===== src/hw/rtl/svrc_pkg.sv =====
`timescale 1ns / 1ps

package svrc_pkg;

	// Ring capacity used when the top level is not overridden.
	localparam int LINE_SLOTS_DEFAULT = 64;

	// Field widths of the transfer payloads and of the configuration register.
	localparam int OP_W     = 2;
	localparam int AMOUNT_W = 7;
	localparam int HEIGHT_W = 7;
	localparam int SLOT_OUT_W  = 6;
	localparam int COUNT_OUT_W = 7;
	localparam int NOTICE_W    = 2;

	localparam logic [HEIGHT_W-1:0] HEIGHT_RESET = 7'd16;

	// Entries of the command queue between front and back.
	localparam int QUEUE_DEPTH = 2;

	typedef enum logic [OP_W-1:0] {
		OP_ADD_LINE    = 2'd0,
		OP_SCROLL_UP   = 2'd1,
		OP_SCROLL_DOWN = 2'd2,
		OP_IDLE        = 2'd3
	} op_e;

	typedef enum logic [NOTICE_W-1:0] {
		NOTICE_NONE  = 2'd0,
		NOTICE_RAISE = 2'd1,
		NOTICE_CLEAR = 2'd2
	} notice_e;

	typedef struct packed {
		logic [OP_W-1:0]     operation;
		logic [AMOUNT_W-1:0] scroll_amount;
	} in_item_t;

	typedef struct packed {
		logic [SLOT_OUT_W-1:0]  write_slot;
		logic [SLOT_OUT_W-1:0]  top_line;
		logic [SLOT_OUT_W-1:0]  bottom_line;
		logic [COUNT_OUT_W-1:0] line_count;
		logic                   scrolled_up;
		logic [NOTICE_W-1:0]    notice;
	} out_item_t;

	// Classified command handed from the front to the back.
	typedef struct packed {
		op_e                 op;
		logic [AMOUNT_W-1:0] amount;
		logic                amount_nz;
	} cmd_t;

endpackage


===== src/hw/rtl/scrollback_viewport_ring_controller.sv =====
`timescale 1ns / 1ps

// Scrollback viewport ring controller: keeps the head, tail, line count and
// viewport pointers of a ring of LINE_SLOTS text line slots.
// The in channel carries one command per transfer (add line, scroll up,
// scroll down); the out channel returns exactly one result per command with
// the slot to write, the new viewport top and bottom, the line count, the
// scrolled flag and the unread notice code.
// The cfg channel writes the viewport height; it is always ready and should
// only be used while no command is in flight.
// On its way to the out channel a command first loads the decode register in
// the front, is then written into the two-entry command queue, and finally
// runs the pointer update in the back, which registers the result. The back
// takes one command per cycle while the out channel is not stalled, a rate
// set by the pointer update loop that closes within the back.
// Reset clears all pointers, the count and both flags, and loads a viewport
// height of 16. When the receiver stalls, the result holds in the output
// register, the queue fills, and in_ready drops only once the front register
// and queue can take no more; nothing is lost.
module scrollback_viewport_ring_controller
	import svrc_pkg::*;
#(
	parameter int LINE_SLOTS = LINE_SLOTS_DEFAULT
) (
	input  logic                clk,
	input  logic                arst_n,
	input  logic                in_valid,
	output logic                in_ready,
	input  in_item_t            in_data,
	output logic                out_valid,
	input  logic                out_ready,
	output out_item_t           out_data,
	input  logic                cfg_valid,
	output logic                cfg_ready,
	input  logic [HEIGHT_W-1:0] cfg_data
);

	logic                q_push_valid;
	logic                q_push_ready;
	cmd_t                q_push_data;
	logic                q_pop_valid;
	logic                q_pop_ready;
	cmd_t                q_pop_data;
	logic [HEIGHT_W-1:0] height_q;

	// The height register takes every write transfer immediately.
	assign cfg_ready = 1'b1;

	always_ff @(posedge clk or negedge arst_n) begin
		if (!arst_n) begin
			height_q <= HEIGHT_RESET;
		end else if (cfg_valid) begin
			height_q <= cfg_data;
		end
	end

	// Front: accepts commands and classifies them.
	svrc_front u_front (
		.clk       (clk),
		.arst_n    (arst_n),
		.in_valid  (in_valid),
		.in_ready  (in_ready),
		.in_data   (in_data),
		.cmd_valid (q_push_valid),
		.cmd_ready (q_push_ready),
		.cmd_data  (q_push_data)
	);

	// Short queue that lets the front keep accepting while the back stalls.
	svrc_queue u_queue (
		.clk        (clk),
		.arst_n     (arst_n),
		.push_valid (q_push_valid),
		.push_ready (q_push_ready),
		.push_data  (q_push_data),
		.pop_valid  (q_pop_valid),
		.pop_ready  (q_pop_ready),
		.pop_data   (q_pop_data)
	);

	// Back: owns the ring pointers and produces the registered result.
	svrc_back #(
		.LINE_SLOTS (LINE_SLOTS)
	) u_back (
		.clk       (clk),
		.arst_n    (arst_n),
		.height    (height_q),
		.cmd_valid (q_pop_valid),
		.cmd_ready (q_pop_ready),
		.cmd_data  (q_pop_data),
		.out_valid (out_valid),
		.out_ready (out_ready),
		.out_data  (out_data)
	);

endmodule


===== src/hw/rtl/svrc_front.sv =====
`timescale 1ns / 1ps

module svrc_front
	import svrc_pkg::*;
(
	input  logic     clk,
	input  logic     arst_n,
	input  logic     in_valid,
	output logic     in_ready,
	input  in_item_t in_data,
	output logic     cmd_valid,
	input  logic     cmd_ready,
	output cmd_t     cmd_data
);

	logic valid_s1;
	cmd_t cmd_s1;
	cmd_t cmd_dec;

	// Decode the operation code into a command and flag a nonzero scroll.
	always_comb begin
		cmd_dec.amount    = in_data.scroll_amount;
		cmd_dec.amount_nz = |in_data.scroll_amount;
		unique case (in_data.operation)
			OP_ADD_LINE: begin
				cmd_dec.op        = OP_ADD_LINE;
				cmd_dec.amount_nz = 1'b0;
			end
			OP_SCROLL_UP:   cmd_dec.op = OP_SCROLL_UP;
			OP_SCROLL_DOWN: cmd_dec.op = OP_SCROLL_DOWN;
			default: begin
				cmd_dec.op        = OP_IDLE;
				cmd_dec.amount_nz = 1'b0;
			end
		endcase
	end

	assign in_ready  = !valid_s1 || cmd_ready;
	assign cmd_valid = valid_s1;
	assign cmd_data  = cmd_s1;

	always_ff @(posedge clk or negedge arst_n) begin
		if (!arst_n) begin
			valid_s1 <= 1'b0;
		end else if (in_ready) begin
			valid_s1 <= in_valid;
		end
	end

	always_ff @(posedge clk) begin
		if (in_valid && in_ready) begin
			cmd_s1 <= cmd_dec;
		end
	end

endmodule


===== src/hw/rtl/svrc_queue.sv =====
`timescale 1ns / 1ps

module svrc_queue
	import svrc_pkg::*;
(
	input  logic clk,
	input  logic arst_n,
	input  logic push_valid,
	output logic push_ready,
	input  cmd_t push_data,
	output logic pop_valid,
	input  logic pop_ready,
	output cmd_t pop_data
);

	localparam int PTR_W = (QUEUE_DEPTH > 1) ? $clog2(QUEUE_DEPTH) : 1;
	localparam int CNT_W = $clog2(QUEUE_DEPTH + 1);
	localparam logic [PTR_W-1:0] LAST_PTR = PTR_W'(QUEUE_DEPTH - 1);
	localparam logic [CNT_W-1:0] FULL_CNT = CNT_W'(QUEUE_DEPTH);

	cmd_t             entry_q [QUEUE_DEPTH];
	logic [PTR_W-1:0] wr_ptr_q;
	logic [PTR_W-1:0] rd_ptr_q;
	logic [CNT_W-1:0] count_q;
	logic             do_push;
	logic             do_pop;

	assign push_ready = (count_q != FULL_CNT);
	assign pop_valid  = (count_q != '0);
	assign pop_data   = entry_q[rd_ptr_q];
	assign do_push    = push_valid && push_ready;
	assign do_pop     = pop_valid && pop_ready;

	always_ff @(posedge clk or negedge arst_n) begin
		if (!arst_n) begin
			wr_ptr_q <= '0;
			rd_ptr_q <= '0;
			count_q  <= '0;
		end else begin
			if (do_push) begin
				wr_ptr_q <= (wr_ptr_q == LAST_PTR) ? '0 : wr_ptr_q + 1'b1;
			end
			if (do_pop) begin
				rd_ptr_q <= (rd_ptr_q == LAST_PTR) ? '0 : rd_ptr_q + 1'b1;
			end
			if (do_push && !do_pop) begin
				count_q <= count_q + 1'b1;
			end else if (do_pop && !do_push) begin
				count_q <= count_q - 1'b1;
			end
		end
	end

	always_ff @(posedge clk) begin
		if (do_push) begin
			entry_q[wr_ptr_q] <= push_data;
		end
	end

endmodule


===== src/hw/rtl/svrc_back.sv =====
`timescale 1ns / 1ps

module svrc_back
	import svrc_pkg::*;
#(
	parameter int LINE_SLOTS = LINE_SLOTS_DEFAULT
) (
	input  logic                clk,
	input  logic                arst_n,
	input  logic [HEIGHT_W-1:0] height,
	input  logic                cmd_valid,
	output logic                cmd_ready,
	input  cmd_t                cmd_data,
	output logic                out_valid,
	input  logic                out_ready,
	output out_item_t           out_data
);

	localparam int SLOT_W = (LINE_SLOTS > 1) ? $clog2(LINE_SLOTS) : 1;
	localparam int CNT_W  = $clog2(LINE_SLOTS + 1);
	localparam int CMP_W  = (CNT_W > HEIGHT_W) ? CNT_W : HEIGHT_W;
	localparam int AMT_W  = (SLOT_W > AMOUNT_W) ? SLOT_W : AMOUNT_W;
	localparam logic [SLOT_W:0]  SLOTS_X  = (SLOT_W + 1)'(LINE_SLOTS);
	localparam logic [CNT_W-1:0] FULL_CNT = CNT_W'(LINE_SLOTS);
	localparam logic [SLOT_W-1:0] ONE_SLOT = SLOT_W'(1);

	function automatic logic [SLOT_W-1:0] ring_add(input logic [SLOT_W-1:0] a,
		input logic [SLOT_W-1:0] b);
		logic [SLOT_W:0] s;
		s = {1'b0, a} + {1'b0, b};
		if (s >= SLOTS_X) begin
			s = s - SLOTS_X;
		end
		return s[SLOT_W-1:0];
	endfunction

	function automatic logic [SLOT_W-1:0] ring_sub(input logic [SLOT_W-1:0] a,
		input logic [SLOT_W-1:0] b);
		logic [SLOT_W:0] s;
		if (a >= b) begin
			s = {1'b0, a} - {1'b0, b};
		end else begin
			s = {1'b0, a} + SLOTS_X - {1'b0, b};
		end
		return s[SLOT_W-1:0];
	endfunction

	function automatic logic [SLOT_OUT_W-1:0] fit_slot(input logic [SLOT_W-1:0] v);
		logic [SLOT_W+SLOT_OUT_W-1:0] t;
		t = {{SLOT_OUT_W{1'b0}}, v};
		return t[SLOT_OUT_W-1:0];
	endfunction

	function automatic logic [COUNT_OUT_W-1:0] fit_count(input logic [CNT_W-1:0] v);
		logic [CNT_W+COUNT_OUT_W-1:0] t;
		t = {{COUNT_OUT_W{1'b0}}, v};
		return t[COUNT_OUT_W-1:0];
	endfunction

	logic [SLOT_W-1:0] head_q, tail_q, top_q, bottom_q;
	logic [CNT_W-1:0]  held_q;
	logic              scrolled_q, unread_q;

	logic [SLOT_W-1:0] head_n, tail_n, top_n, bottom_n;
	logic [CNT_W-1:0]  held_n;
	logic              scrolled_n, unread_n;
	logic [NOTICE_W-1:0] notice_n;

	logic [SLOT_W-1:0] hidden;
	logic [SLOT_W-1:0] shift;
	logic [AMT_W-1:0]  amt_x;
	logic [AMT_W-1:0]  hid_x;

	logic      out_valid_q;
	out_item_t out_data_q;
	logic      step;

	assign cmd_ready = !out_valid_q || out_ready;
	assign step      = cmd_valid && cmd_ready;
	assign out_valid = out_valid_q;
	assign out_data  = out_data_q;

	// Hidden lines on the side that the scroll moves toward, and the clamped shift.
	always_comb begin
		if (cmd_data.op == OP_SCROLL_UP) begin
			hidden = ring_sub(top_q, tail_q);
		end else begin
			hidden = ring_sub(head_q, bottom_q);
		end
		amt_x = AMT_W'(cmd_data.amount);
		hid_x = AMT_W'(hidden);
		if (!cmd_data.amount_nz) begin
			shift = '0;
		end else if (amt_x < hid_x) begin
			shift = amt_x[SLOT_W-1:0];
		end else begin
			shift = hidden;
		end
	end

	always_comb begin
		head_n     = head_q;
		tail_n     = tail_q;
		held_n     = held_q;
		top_n      = top_q;
		bottom_n   = bottom_q;
		scrolled_n = scrolled_q;
		unread_n   = unread_q;
		notice_n   = NOTICE_NONE;
		unique case (cmd_data.op)
			OP_ADD_LINE: begin
				if (held_q == FULL_CNT) begin
					tail_n = ring_add(tail_q, ONE_SLOT);
				end else begin
					held_n = held_q + 1'b1;
				end
				head_n = ring_add(head_q, ONE_SLOT);
				if (!scrolled_q) begin
					bottom_n = head_n;
					if (CMP_W'(held_n) > CMP_W'(height)) begin
						top_n = ring_add(top_q, ONE_SLOT);
					end
				end else if (!unread_q) begin
					unread_n = 1'b1;
					notice_n = NOTICE_RAISE;
				end
			end
			OP_SCROLL_UP: begin
				if (shift != '0) begin
					scrolled_n = 1'b1;
					top_n      = ring_sub(top_q, shift);
					bottom_n   = ring_sub(bottom_q, shift);
				end
			end
			OP_SCROLL_DOWN: begin
				top_n    = ring_add(top_q, shift);
				bottom_n = ring_add(bottom_q, shift);
				if ((hidden == shift) && scrolled_q) begin
					if (unread_q) begin
						unread_n = 1'b0;
						notice_n = NOTICE_CLEAR;
					end
					scrolled_n = 1'b0;
				end
			end
			default: begin
			end
		endcase
	end

	always_ff @(posedge clk or negedge arst_n) begin
		if (!arst_n) begin
			head_q      <= '0;
			tail_q      <= '0;
			held_q      <= '0;
			top_q       <= '0;
			bottom_q    <= '0;
			scrolled_q  <= 1'b0;
			unread_q    <= 1'b0;
			out_valid_q <= 1'b0;
		end else begin
			if (step) begin
				head_q     <= head_n;
				tail_q     <= tail_n;
				held_q     <= held_n;
				top_q      <= top_n;
				bottom_q   <= bottom_n;
				scrolled_q <= scrolled_n;
				unread_q   <= unread_n;
			end
			if (cmd_ready) begin
				out_valid_q <= cmd_valid;
			end
		end
	end

	always_ff @(posedge clk) begin
		if (step) begin
			out_data_q.write_slot  <= fit_slot(head_q);
			out_data_q.top_line    <= fit_slot(top_n);
			out_data_q.bottom_line <= fit_slot(bottom_n);
			out_data_q.line_count  <= fit_count(held_n);
			out_data_q.scrolled_up <= scrolled_n;
			out_data_q.notice      <= notice_n;
		end
	end

endmodule


===== config.mk =====
export PLATFORM = sky130hd
export DESIGN_NAME = scrollback_viewport_ring_controller
export DESIGN_NICKNAME = d
export VERILOG_FILES = /design/src/hw/rtl/svrc_pkg.sv /design/src/hw/rtl/scrollback_viewport_ring_controller.sv /design/src/hw/rtl/svrc_front.sv /design/src/hw/rtl/svrc_queue.sv /design/src/hw/rtl/svrc_back.sv
export SDC_FILE = /design/constraint.sdc
export NUM_CORES = 1
export LEC_CHECK = 0
export ABC_CLOCK_PERIOD_IN_PS = 5070
export BUFFER_PORTS_ARGS = -buffer_cell sky130_fd_sc_hd__clkbuf_2
export CAP_MARGIN = 0
export CORE_MARGIN = 2
export CORE_UTILIZATION = 55
export CTS_CLUSTER_SIZE = 24
export DETAILED_ROUTE_END_ITERATION = 12
export PLACE_DENSITY = 0.8
export REMOVE_ABC_BUFFERS = 1
export SLEW_MARGIN = 10
export SYNTH_ARGS = -nofsm -noshare
export SYNTH_HDL_FRONTEND = slang
export SYNTH_SLANG_ARGS = --single-unit

===== constraint.sdc =====
create_clock -name clk -period 5.07 [get_ports clk]
set_input_delay 1.014 -clock clk [delete_from_list [all_inputs] [get_ports clk]]
set_output_delay 1.014 -clock clk [all_outputs]
set_load 0.05 [all_outputs]

==> impl_summary.md, run 1 <==
Routing
The via count of the routed design is 5,630. The final wirelength is 17,690 microns. The routed length per instance is 18.94 microns. The post-detailed-route DRC marker count is 0. The length of the first detailed-routing pass in iterations is 6. The first-iteration detailed-routing DRC count is roughly 540. The detail route stage leaves a number of antenna-violating nets equal to 0. The vias per cell is roughly 6.0.

Die
The floorplan core area is ~12,000 sq um. The floorplan die height is roughly 120 microns. The die is ~120 microns wide. The effective utilization at floorplan is 56.62%.

The floorplan step defined a die boundary enclosing 13,380 sq um. The number of cell rows is 40. 52 I/O pins were placed.

Finish
The signed area change from the synthesized netlist to the final layout is 19.21%. The layout filler cell count is 900. Cells with a size suffix above 1 make up between 20% and 30% of the layout.

The final standard cell area without fillers is between 8000 and 9000 sq um. The number of antenna diodes in the final layout is 0. The net count of the finished layout is 843.

Leaving out fill and tap cells, the most frequent cell in the layout is sky130_fd_sc_hd__edfxtp_1. Leaving out fill and tap cells, the most frequent cells in the layout are 58 x sky130_fd_sc_hd__edfxtp_1, 57 x sky130_fd_sc_hd__buf_4, 54 x sky130_fd_sc_hd__nand2_1.

Worst hold path
The class of the tightest hold or removal check is flop to flop.

Run status
The run finished with clean final reports.

Clock tree
The clock-pin slew on the worst setup and hold paths is 70 ps. The TritonCTS buffer count is 9. The maximum number of buffers from clock root to sink is 2.

The library cell used as clock root buffer is sky130_fd_sc_hd__clkbuf_16. The clock tree from TritonCTS is built. The clock latency of the later-clocked register in the worst-skew pair is 370 ps. After clock tree synthesis, the flow added hold-fix buffers numbering 0.

The number of H-tree levels is 3. The tree built by TritonCTS fans out to 104 sinks.

Global route
The via count of the first global-routing pass is 5,529. The largest net degree at the start of global routing is 47. The final global-route overflow total is 0. The first-pass GRT wire length is ~28,000 microns. The initial antenna violation count was 0.

The combined global-route utilization of all metal layers is approximately 27%.

Synthesis
The number of enable-type register cells in the synthesized netlist is between 50 and 60. The prevailing post-synth register cell is sky130_fd_sc_hd__edfxtp_1. For this run, asynchronously set or reset flops after synthesis account for 44.23%. Summing every instance area after synthesis gives 6858 sq um. The mean cell area of the mapped netlist is 10.30 sq um.

During synthesis, Yosys emitted a total of 0 warnings. The number of instances in the synthesized netlist is 666. The number of distinct library cell variants in the gate-level netlist after synthesis is 74. The portion of the post-synthesis area used by sequential elements is 42.20%.

After synthesis the netlist holds a flip-flop and latch count of between 100 and 150.

Run
Across the run, the number of max-cap violations was 0.

Place
Routability-driven placement finished with a final weighted congestion of 1.096. Detailed placement finished with a half-perimeter wire length of around 13,000 microns. Port buffering added 50 buffers. The standard cell area after detailed placement is 7548 sq um.

Timing
The number of slew-limit violations in the final report is 0. The clock period minus final worst setup slack is about 5000 ps. The max-slew headroom at the worst pin is between 30 and 40%. The accumulated negative setup slack is 0 ps. The setup skew after layout is 7.484 ps. The actual slew at the worst max-slew pin is 943.1 ps. The number of endpoints failing setup at the final stage is 0. The share of the clock period used by the worst path is 98.43%. The maximum clock frequency is 0.2004 GHz. The total count of hold-check failures in the final report was 0.

Worst setup path
The type of the setup path with the least slack is flop to flop. STA puts the critical path data required time at 5130 ps. STA classifies the critical path startpoint as a flop. The critical-path maximum fanout is 7. The worst setup path is captured at a flop.

The arrival time at the worst endpoint is between 5000 and 6000 ps.
## cells in the mapped netlist (6+ instances only)
| library cell | instances | area share (%) |
|---|---|---|
| sky130_fd_sc_hd__fa_1 | 6 | 1.8 |
| sky130_fd_sc_hd__o21ai_0 | 30 | 2.2 |
| sky130_fd_sc_hd__and3_1 | 11 | 1.0 |
| sky130_fd_sc_hd__dfrtp_1 | 45 | 16 |
| sky130_fd_sc_hd__o22ai_1 | 6 | 0.55 |
| sky130_fd_sc_hd__o21ai_1 | 13 | 0.95 |
| sky130_fd_sc_hd__mux2i_1 | 16 | 2.3 |
| sky130_fd_sc_hd__nand2b_1 | 11 | 1.0 |
| sky130_fd_sc_hd__mux2_2 | 10 | 1.6 |
| sky130_fd_sc_hd__inv_1 | 51 | 2.8 |
| sky130_fd_sc_hd__xnor2_1 | 37 | 4.7 |
| sky130_fd_sc_hd__a31oi_1 | 7 | 0.64 |
| sky130_fd_sc_hd__a21o_1 | 10 | 1.1 |
| sky130_fd_sc_hd__nand2_1 | 56 | 3.1 |
| sky130_fd_sc_hd__clkbuf_1 | 15 | 0.82 |
| sky130_fd_sc_hd__nand3_1 | 8 | 0.58 |
| sky130_fd_sc_hd__nand4_1 | 6 | 0.55 |
| sky130_fd_sc_hd__xor2_1 | 23 | 2.9 |
| sky130_fd_sc_hd__edfxtp_1 | 58 | 25 |
| sky130_fd_sc_hd__ha_1 | 55 | 10 |
| sky130_fd_sc_hd__nor2b_1 | 7 | 0.64 |
| sky130_fd_sc_hd__nor3_1 | 6 | 0.44 |
| sky130_fd_sc_hd__nor2_1 | 38 | 2.1 |
| sky130_fd_sc_hd__a21oi_1 | 32 | 2.3 |
## final timing paths
check / from / end / slack [ps] / cells after the start
max: u_queue.rd_ptr_q / u_back.out_data[19] / 80 / 23
min: u_front.cmd_data[9] / u_queue.entry_q[0][9] / 450 / 0
max reg2reg: u_queue.rd_ptr_q / u_back.out_data[19] / 80 / 23
min reg2reg: u_front.cmd_data[9] / u_queue.entry_q[0][9] / 450 / 0
max in group asynchronous: arst_n / u_queue.rd_ptr_q / 3850 / 2
min in group asynchronous: arst_n / u_back.held_q[5] / 750 / 2
## registers in the layout, summed over array words and instances (netlist names), 2 cells and up
register and count:
u_back.tail_q 6, height_q 7, u_front.cmd_data 10, u_back.top_q 6
u_queue.entry_q 20, u_back.head_q 6, u_back.held_q 7, u_back.bottom_q 6
u_back.out_data 28, u_queue.count_q 2
## worst max-delay path: stages (launching register included)
cell and delay, ps:
sky130_fd_sc_hd__dfrtp_2 410, sky130_fd_sc_hd__mux2i_2 260, sky130_fd_sc_hd__ha_2 270, sky130_fd_sc_hd__inv_2 60, sky130_fd_sc_hd__or4_1 530, sky130_fd_sc_hd__o21ai_1 130
sky130_fd_sc_hd__nand4b_1 150, sky130_fd_sc_hd__or2_4 140, sky130_fd_sc_hd__inv_2 50, sky130_fd_sc_hd__ha_4 290, sky130_fd_sc_hd__nand3_4 120, sky130_fd_sc_hd__o21ai_4 270
sky130_fd_sc_hd__nand2_1 90, sky130_fd_sc_hd__o21ai_1 90, sky130_fd_sc_hd__nand2_1 100, sky130_fd_sc_hd__buf_4 170, sky130_fd_sc_hd__ha_1 280, sky130_fd_sc_hd__nor2b_1 60
sky130_fd_sc_hd__o21ai_0 240, sky130_fd_sc_hd__nand2b_1 130, sky130_fd_sc_hd__xnor2_1 180, sky130_fd_sc_hd__a221oi_1 370, sky130_fd_sc_hd__a21o_1 170, sky130_fd_sc_hd__a22oi_1 120
## routing by layer
metal  vias to the layer above  global-route usage (%)  routed length, microns
met5                         -                       0                       0
met4                         0                   12.14                     619
met3                        55                   5.596                    1319
met2                       289                   43.66                    8592
met1                      2709                   35.23                    7156
li1                       2577                       -                       -
## repair_timing
item,CTS,global route
setup endpoints to repair,6,15
gates resized for setup,4,56
buffers inserted,0,11
pin swaps,0,24
## cells by family (layout without fill, tap and decap cells)
family	count (synthesis)	after routing	share of synthesized area [%]
fa+ha+maj	61	61	11.79
flops	104	104	42.20
simple gates	174	174	12.53
compound gates	160	160	16.42
mux	29	29	4.598
xor+xnor	60	60	7.663
other cells	1	1	0.05468
buf+inv	77	177	4.743
## metrics by stage
stage	hold WS, ps	utilization [%]	setup slack, ps	cells
after detailed placement	438.7	62.32	-212.3	907
after global routing	464.4	67.50	-145.0	934
after floorplan	421.5	-	-1057	641
final	450.9	67.50	79.59	934
after global placement	423.2	62.32	110.3	907
after CTS	456.2	64.76	2.319	923
## area by class of cell
class	instances	area, sq um	area share (%)
multi-input combinational	485	3891	47.60
sequential	104	2895	35.41
clock inverter	7	53.80	0.6581
tap	168	210.2	2.571
timing repair buffer	109	704.4	8.616
inverter	52	195.2	2.388
clock buffer	9	225.2	2.755
Power of run 1 is left out: the tool's default activity adds up to more than one toggle a clock period on the data nets, which glitch-free logic cannot reach.
==> run 2: changes to the inputs <==
- SYNTH_HIERARCHICAL: unset -> 1
==> run 2 against run 1 <==
  * The flow now finishes with violations (setup timing)
  * Setup slack got worse by 110 ps
  * First-iteration DRC count fell by 3.5%
  * Synthesized cell count rose by 2.3%
  * Design area rose by 9.5%
  * Global-route usage rose by 2.1 points
  * Critical endpoint is now u_back/top_q[5]
  * Highest routed layer unchanged
==> impl_summary.md, run 2 <==
Run status
The run finished, with violations left. The final reports fail on setup timing.

Synthesis
The largest area contributor in the netlist is sky130_fd_sc_hd__edfxtp_1. Yosys mapped a number of flops with a built-in enable equal to 58. Sorting the synthesized cells by area gives the leading types as sky130_fd_sc_hd__edfxtp_1 25%, sky130_fd_sc_hd__dfrtp_1 16%, sky130_fd_sc_hd__ha_1 9.8%. Yosys printed 6 warnings.

By count the netlist is led by 58 x sky130_fd_sc_hd__edfxtp_1, 55 x sky130_fd_sc_hd__ha_1, 50 x sky130_fd_sc_hd__inv_1, 50 x sky130_fd_sc_hd__nor2_1, 45 x sky130_fd_sc_hd__dfrtp_1. The area share of the leading cell type in the synthesized netlist is approximately a quarter. After synthesis, the mean cell area works out to 10.29 sq um. After synthesis the netlist holds a flip-flop and latch count of 104. Counting distinct cell types in the post-synthesis netlist gives slightly above 70. Synthesis produced a netlist whose cell count is 681. The async set or reset register ratio after synthesis is between 40% and 50%. The post-synthesis cell area is about 7000 sq um. Sequential cells were found to cover between 40% and 50% of the synthesized design area.

sky130_fd_sc_hd__edfxtp_1 is the most common cell in the netlist. The prevailing post-synth register cell is sky130_fd_sc_hd__edfxtp_1.

Routing
The first routing iteration left about 520 violations. After detailed routing, the number of remaining DRC violations is 0. The vias per cell is between 5 and 6. The first TritonRoute pass finished after 7 iterations. The via count of the routed design is approximately 6,000. Wires add up to about 20,000 microns.

Once detail routing completed, the nets flagged for antenna violations numbered 0. The routed length per instance is 19.58 microns.

Finish
Excluding fillers, the count of instances in the completed layout stands at 1,004. The layout filler cell count is 874. The final-stage net count is 909.

From synthesis to final layout, the design area changed by 27.71%. The register with the most flip-flops in the layout has 28 of them. In the layout the commonest cells are 116 x sky130_fd_sc_hd__buf_4, 58 x sky130_fd_sc_hd__edfxtp_1, 50 x sky130_fd_sc_hd__clkbuf_2. The number of antenna diodes is 0. The most common cell after layout, fill and taps aside is sky130_fd_sc_hd__buf_4. The post-route netlist has 35.34% of its cells at a drive strength greater than 1.

Timing
The clock period minus final worst setup slack is 5097 ps. The actual slew at the worst max-slew pin is roughly 1200 ps. The number of slew-limit violations in the final report is 0. The total count of hold-check failures in the final report came to 0.

Headroom to the max-slew limit came out at 16.78%. Setup repair after global routing could not meet its margin everywhere. Setup violations remaining at the end of the flow were counted as 1.

The maximum clock frequency is 0.1962 GHz. The least setup slack across all paths after layout is -27.27 ps. The share of the clock period used by the worst path is 100.5%. The clock arrives with 12.14 ps of skew.

Worst setup path
Along the worst path, the maximum fanout reaches 7. The endpoint class of the critical path is a flop. Walking the worst path, the cells encountered are ha_4, nor2b_4, o221ai_2, a21oi_2, mux2i_2, nand2_2, ha_4, nand3_4, nor3b_2, a21boi_4, nor2_4, nor2_2, a21oi_2, nand2b_4, ha_4, and3b_1, a211o_1, a211oi_4, nand2_1, mux2_4, o311ai_4, o32ai_2, a211oi_2. The type of the setup path with the least slack is flop to flop. The type of origin of the critical path is a flop. For the worst setup path, the data arrival time is approximately 5400 ps. For this run, the slowest stage of the critical path takes about 440 ps. For this design, the slowest cell found on the critical path is sky130_fd_sc_hd__dfrtp_1.

The required arrival time at the worst endpoint is 5330 ps. Counting stages on the worst path, the most repeated cell is sky130_fd_sc_hd__ha_4.

Worst hold path
The worst hold path belongs to the class flop to flop.

Die
The top-level I/O count is 52. The initial utilization of the core area, before any placement, comes to 55.98%. The die covers 13,660 sq um.

Measured along the y axis, the die boundary spans ~120 microns. The horizontal extent of the die is about 120 microns. The number of cell rows is between 40 and 50. The total area inside the core boundary comes to between 10,000 and 15,000 sq um.

Global route
The initial antenna violation count came to 0. The final global-route overflow total is 0. The combined global-route utilization of all metal layers is 29.13%. The via count of the first global-routing pass is 6,080. The largest net degree at the start of global routing is 47. The first-pass GRT wire length is 30,480 microns.

Clock tree
The clock latency of the later-clocked register in the worst-skew pair is 350 ps. The TritonCTS buffer count is 9. The TritonCTS sink count is 104.

In this run the number of H-tree levels came out at 3. The cts-stage hold buffer count is 0. The clock tree from TritonCTS is built. The library cell used as clock root buffer is sky130_fd_sc_hd__clkbuf_16. The clock-pin slew on the worst setup and hold paths is 70 ps. No sink is reached through more buffers than the 2 on the longest clock path.

Place
The number of I/O port buffers is 50. The routability congestion estimate is 0.9854. The post-DP HPWL is approximately 13,000 microns. The count of placed standard cells including taps is 957.

Run
Across the run, the number of max-cap violations was 0.
[run 2: what timing repair did]
item	4_1_cts	5_1_grt
buffers inserted	15	16
resized for setup	46	52
pin swaps	18	37
setup endpoints to repair	8	12
[run 2: final timing paths]
| kind | start | to | slack, ps | depth (start not counted) |
|---|---|---|---|---|
| max | u_back/top_q[1] | u_back/top_q[5] | -30 | 23 |
| min reg2reg | u_front/cmd_data[7] | u_queue/entry_q[0][7] | 440 | 0 |
| max reg2reg | u_back/top_q[1] | u_back/top_q[5] | -30 | 23 |
| max in group asynchronous | arst_n | u_queue/wr_ptr_q | 3830 | 2 |
| min in group asynchronous | arst_n | u_back/head_q[4] | 780 | 2 |
| min | u_front/cmd_data[7] | u_queue/entry_q[0][7] | 440 | 0 |
[run 2: critical path: cells and delay by family (launching register included)]
family / cells / cell delay, ps
AOI/OAI and AO/OA: 9 / 1890
adders and majority gates: 3 / 830
muxes: 2 / 620
and+or+nand+nor: 9 / 1220
DFF: 1 / 440
[run 2: metrics by stage]
| stage | hold WS, ps | instance area (sq um) | TNS, ps | utilization (%) | worst slack [ps] |
|---|---|---|---|---|---|
| finish | 443.4 | 8949 | -27.27 | 71.49 | -27.27 |
| global route | 459.1 | 8949 | -686.8 | 71.49 | -195.0 |
| CTS | 445.6 | 8563 | 0 | 68.41 | 2.160 |
| detailed placement | 432.2 | 7946 | -1638 | 63.48 | -521.8 |
| global placement | 426.5 | 7946 | -237.4 | 63.48 | -122.5 |
| floorplan | 421.5 | 6843 | -4464 | - | -804.9 |
[run 2: metal layers]
metal	vias up	track usage, %	share of wire [%]	routed length, microns
li1	2739	-	-	-
met1	2908	35.45	39	7696
met2	305	49.09	49	9684
met3	70	6.437	7.2	1412
met4	0	14.35	4.4	861
met5	-	0	0	0
[run 2: cells by family after synthesis]
family	synth area share [%]
fa+ha+maj	11.54
buf+inv	5.071
xor+xnor	7.500
other cells	0.05352
compound gates	15.79
simple gates	13.05
flops	41.30
mux	5.697
[run 2: final cells by class]
| cell class | instances | area (sq um) | area share [%] |
|---|---|---|---|
| multi-input cells | 495 | 4252 | 47.51 |
| flip-flops and latches | 104 | 2894 | 32.34 |
| repair buffers | 166 | 1121 | 12.53 |
| clock buffers | 11 | 242.7 | 2.713 |
| well taps | 172 | 215.2 | 2.405 |
| inverters | 51 | 193.9 | 2.167 |
| clock inverters | 5 | 30.03 | 0.3356 |
Power of run 2 is left out for the same reason.
==> run 3: changes to the inputs <==
- CORE_ASPECT_RATIO: unset -> 0.5
==> run 3 against run 2 <==
  * The flow still finishes with violations (setup timing)
  * Sequential cell count did not move
  * Hold slack improved by 3.8 ps
  * Via count increased by 0.65%
  * Clock skew fell by 4.0 ps
  * Critical endpoint unchanged
==> impl_summary.md, run 3 (synthesis gave the netlist of run 2 again) <==
Run status
The run finished, with violations left. The checks that failed: setup timing.

Routing
The pre-antenna-repair detailed-routing pass consisted of 8 iterations. After detailed routing, the number of vias per cell comes to 6.067. The first-iteration detailed-routing DRC count is 674. The routed design has between 15,000 and 20,000 microns of wire. The routed layout has around 6,100 vias.

The count of nets left with antenna violations once routing finished came out at 0. After detailed routing, the average wire length per cell comes to 19.73 microns. The post-detailed-route DRC marker count is 0.

Place
The post-DP HPWL is 12,280 microns. The standard cell area after detailed placement is between 8000 and 9000 sq um. The routability congestion estimate is 0.9341.

Port buffering added 50 buffers.

Timing
The setup skew after layout is about 8.1 ps. Final hold analysis gives a worst-case slack of 447.2 ps. For this run, the top clock speed supported by timing is about 0.19 GHz. The clock period minus final worst setup slack is 5132 ps.

Setup repair after global routing could not meet its margin everywhere. The number of slew-limit violations in the final report is 0. The total count of hold-check failures in the final report is 0. Setup violations remaining at the end of the flow were counted as 2.

After layout, the worst path uses 101.2% of the clock period. The least setup slack across all paths after layout is -61.94 ps. The accumulated negative setup slack is -101.0 ps. Headroom to the max-slew limit came out at ~10%. The actual slew at the worst max-slew pin is 1343 ps.

Die
The effective utilization at floorplan is 55.81%. The full die area is ~14,000 sq um. For this design the top-level I/O count stands at 52. The horizontal extent of the die is 163.6 microns. The floorplan core area is 12,550 sq um. The floorplan has 29 rows.

The floorplan die height is 83.81 microns.

Clock tree
The root buffer cell chosen for the clock tree is sky130_fd_sc_hd__clkbuf_16. In this run, CTS created clock tree buffers numbering 9. Clock latency on the worst-skew pair, taken at its later pin, is about 350 ps.

Counting along the longest clock path gives a buffer depth of 2. The TritonCTS sink count is 104. TritonCTS built the clock tree. The number of H-tree levels is 3. After clock tree synthesis, the clock-pin slew on the worst setup and hold paths is 80 ps.

Finish
The final-stage net count is 906. Fill cells in the final layout number 853. The number of flip-flops in the largest register is 28. The fraction of the core area covered by cells at the end of the flow is 71.47%. The signed area change from the synthesized netlist to the final layout is 28.05%. The area used by sequential logic in the layout is about 2900 sq um. In the final layout, the share of cells above drive strength 1 is 35.71%. In the final layout, the multi-input gates occupy 4264 sq um. After routing the design area is around 9000 sq um. The repair_antennas step left the layout with diodes totalling 0. The top cell types in the final layout, fill and taps aside, are 108 x sky130_fd_sc_hd__buf_4, 58 x sky130_fd_sc_hd__edfxtp_1, 50 x sky130_fd_sc_hd__clkbuf_2. The library cell used most frequently in the layout, excluding fill and tap cells, is sky130_fd_sc_hd__buf_4.

Worst hold path
The destination of the worst hold path is u_queue/entry_q[0][1]. The worst hold path belongs to the class flop to flop. In this run the most critical hold path is launched from u_front/cmd_data[1]. Along the worst hold path, the cell count comes to 0.

Global route
The final global-route overflow total is 0. Entering global routing, the biggest net connects 47 pins. The via count of the first global-routing pass came to 5,718. The combined global-route utilization of all metal layers is between 20% and 30%. The first global-routing pass estimated around 28,000 microns of wire. The initial antenna violation count was 0.

Worst setup path
On the worst path, the slowest cell contributes a delay of 380 ps. The worst register-to-register path has a setup slack of -60 ps. Tracing the worst setup path back leads to its startpoint at u_back/head_q[0]. The endpoint identified for the worst register-to-register timing path is u_back/top_q[5]. The critical-path maximum fanout is 5.

The arrival time at the worst endpoint is 5390 ps. The number of cells on the worst reg-to-reg path is 25. The critical-path cell with the highest stage delay is sky130_fd_sc_hd__dfrtp_1. The origin of the critical flop-to-flop path is u_back/head_q[0].

Broken down by cell family, the worst path's largest delay share belongs to compound AO/OA/AOI/OAI gates. The number of gates on the worst path with buffers counted is 25. The worst setup path is captured at a flop.

The type of the setup path with the least slack is flop to flop. The worst setup path is launched from a flop. STA puts the critical path data required time at 5330 ps.

Counting both buffers and inverters, the worst setup path holds a total of 4.

Run
The max-cap violation count is 0.
[run 3: changes by cell type in the layout (fill, tap and decap cells not counted), sizes merged]
cell and delta:
clkbuf -2, inv +2, buf -3
[run 3: per-stage QoR]
| stage | instances | worst slack, ps |
|---|---|---|
| after global routing | 999 | -228.7 |
| final | 999 | -61.94 |
| after floorplan | 650 | -804.9 |
| after CTS | 988 | 2.382 |
| after global placement | 963 | -272.0 |
| after detailed placement | 963 | -484.9 |
[run 3: timing repair]
item / in CTS / in global routing
resized for setup: 54 / 55
pin swaps: 21 / 39
buffers inserted: 9 / 11
hold buffers: 0 / 0
endpoints found under the setup margin: 6 / 9
[run 3: metal layers]
metal | GRT usage, % | vias to the layer above | routed length (microns)
li1 | - | 2720 | -
met3 | 6.110 | 84 | 1871
met4 | 7.416 | 0 | 757
met1 | 35.78 | 2877 | 7870
met5 | 2.273 | - | 0
met2 | 42.70 | 380 | 9210
[run 3: worst max path at each step]
stage                      endpoint  slack, ps
floorplan           u_back/top_q[5]       -800
global placement    u_back/top_q[5]       -270
detailed placement  u_back/top_q[5]       -480
CTS                 u_back/top_q[5]          2
global route        u_back/top_q[4]       -230
finish              u_back/top_q[5]        -60
[run 3: cell type report]
cell class,count,share of cell area [%]
Multi-Input combinational cell,495,47.52
Sequential cell,104,32.27
Timing Repair Buffer,163,12.45
Clock buffer,9,2.510
Tap cell,170,2.371
Inverter,51,2.134
Clock inverter,7,0.7391
Power of run 3 is left out for the same reason.
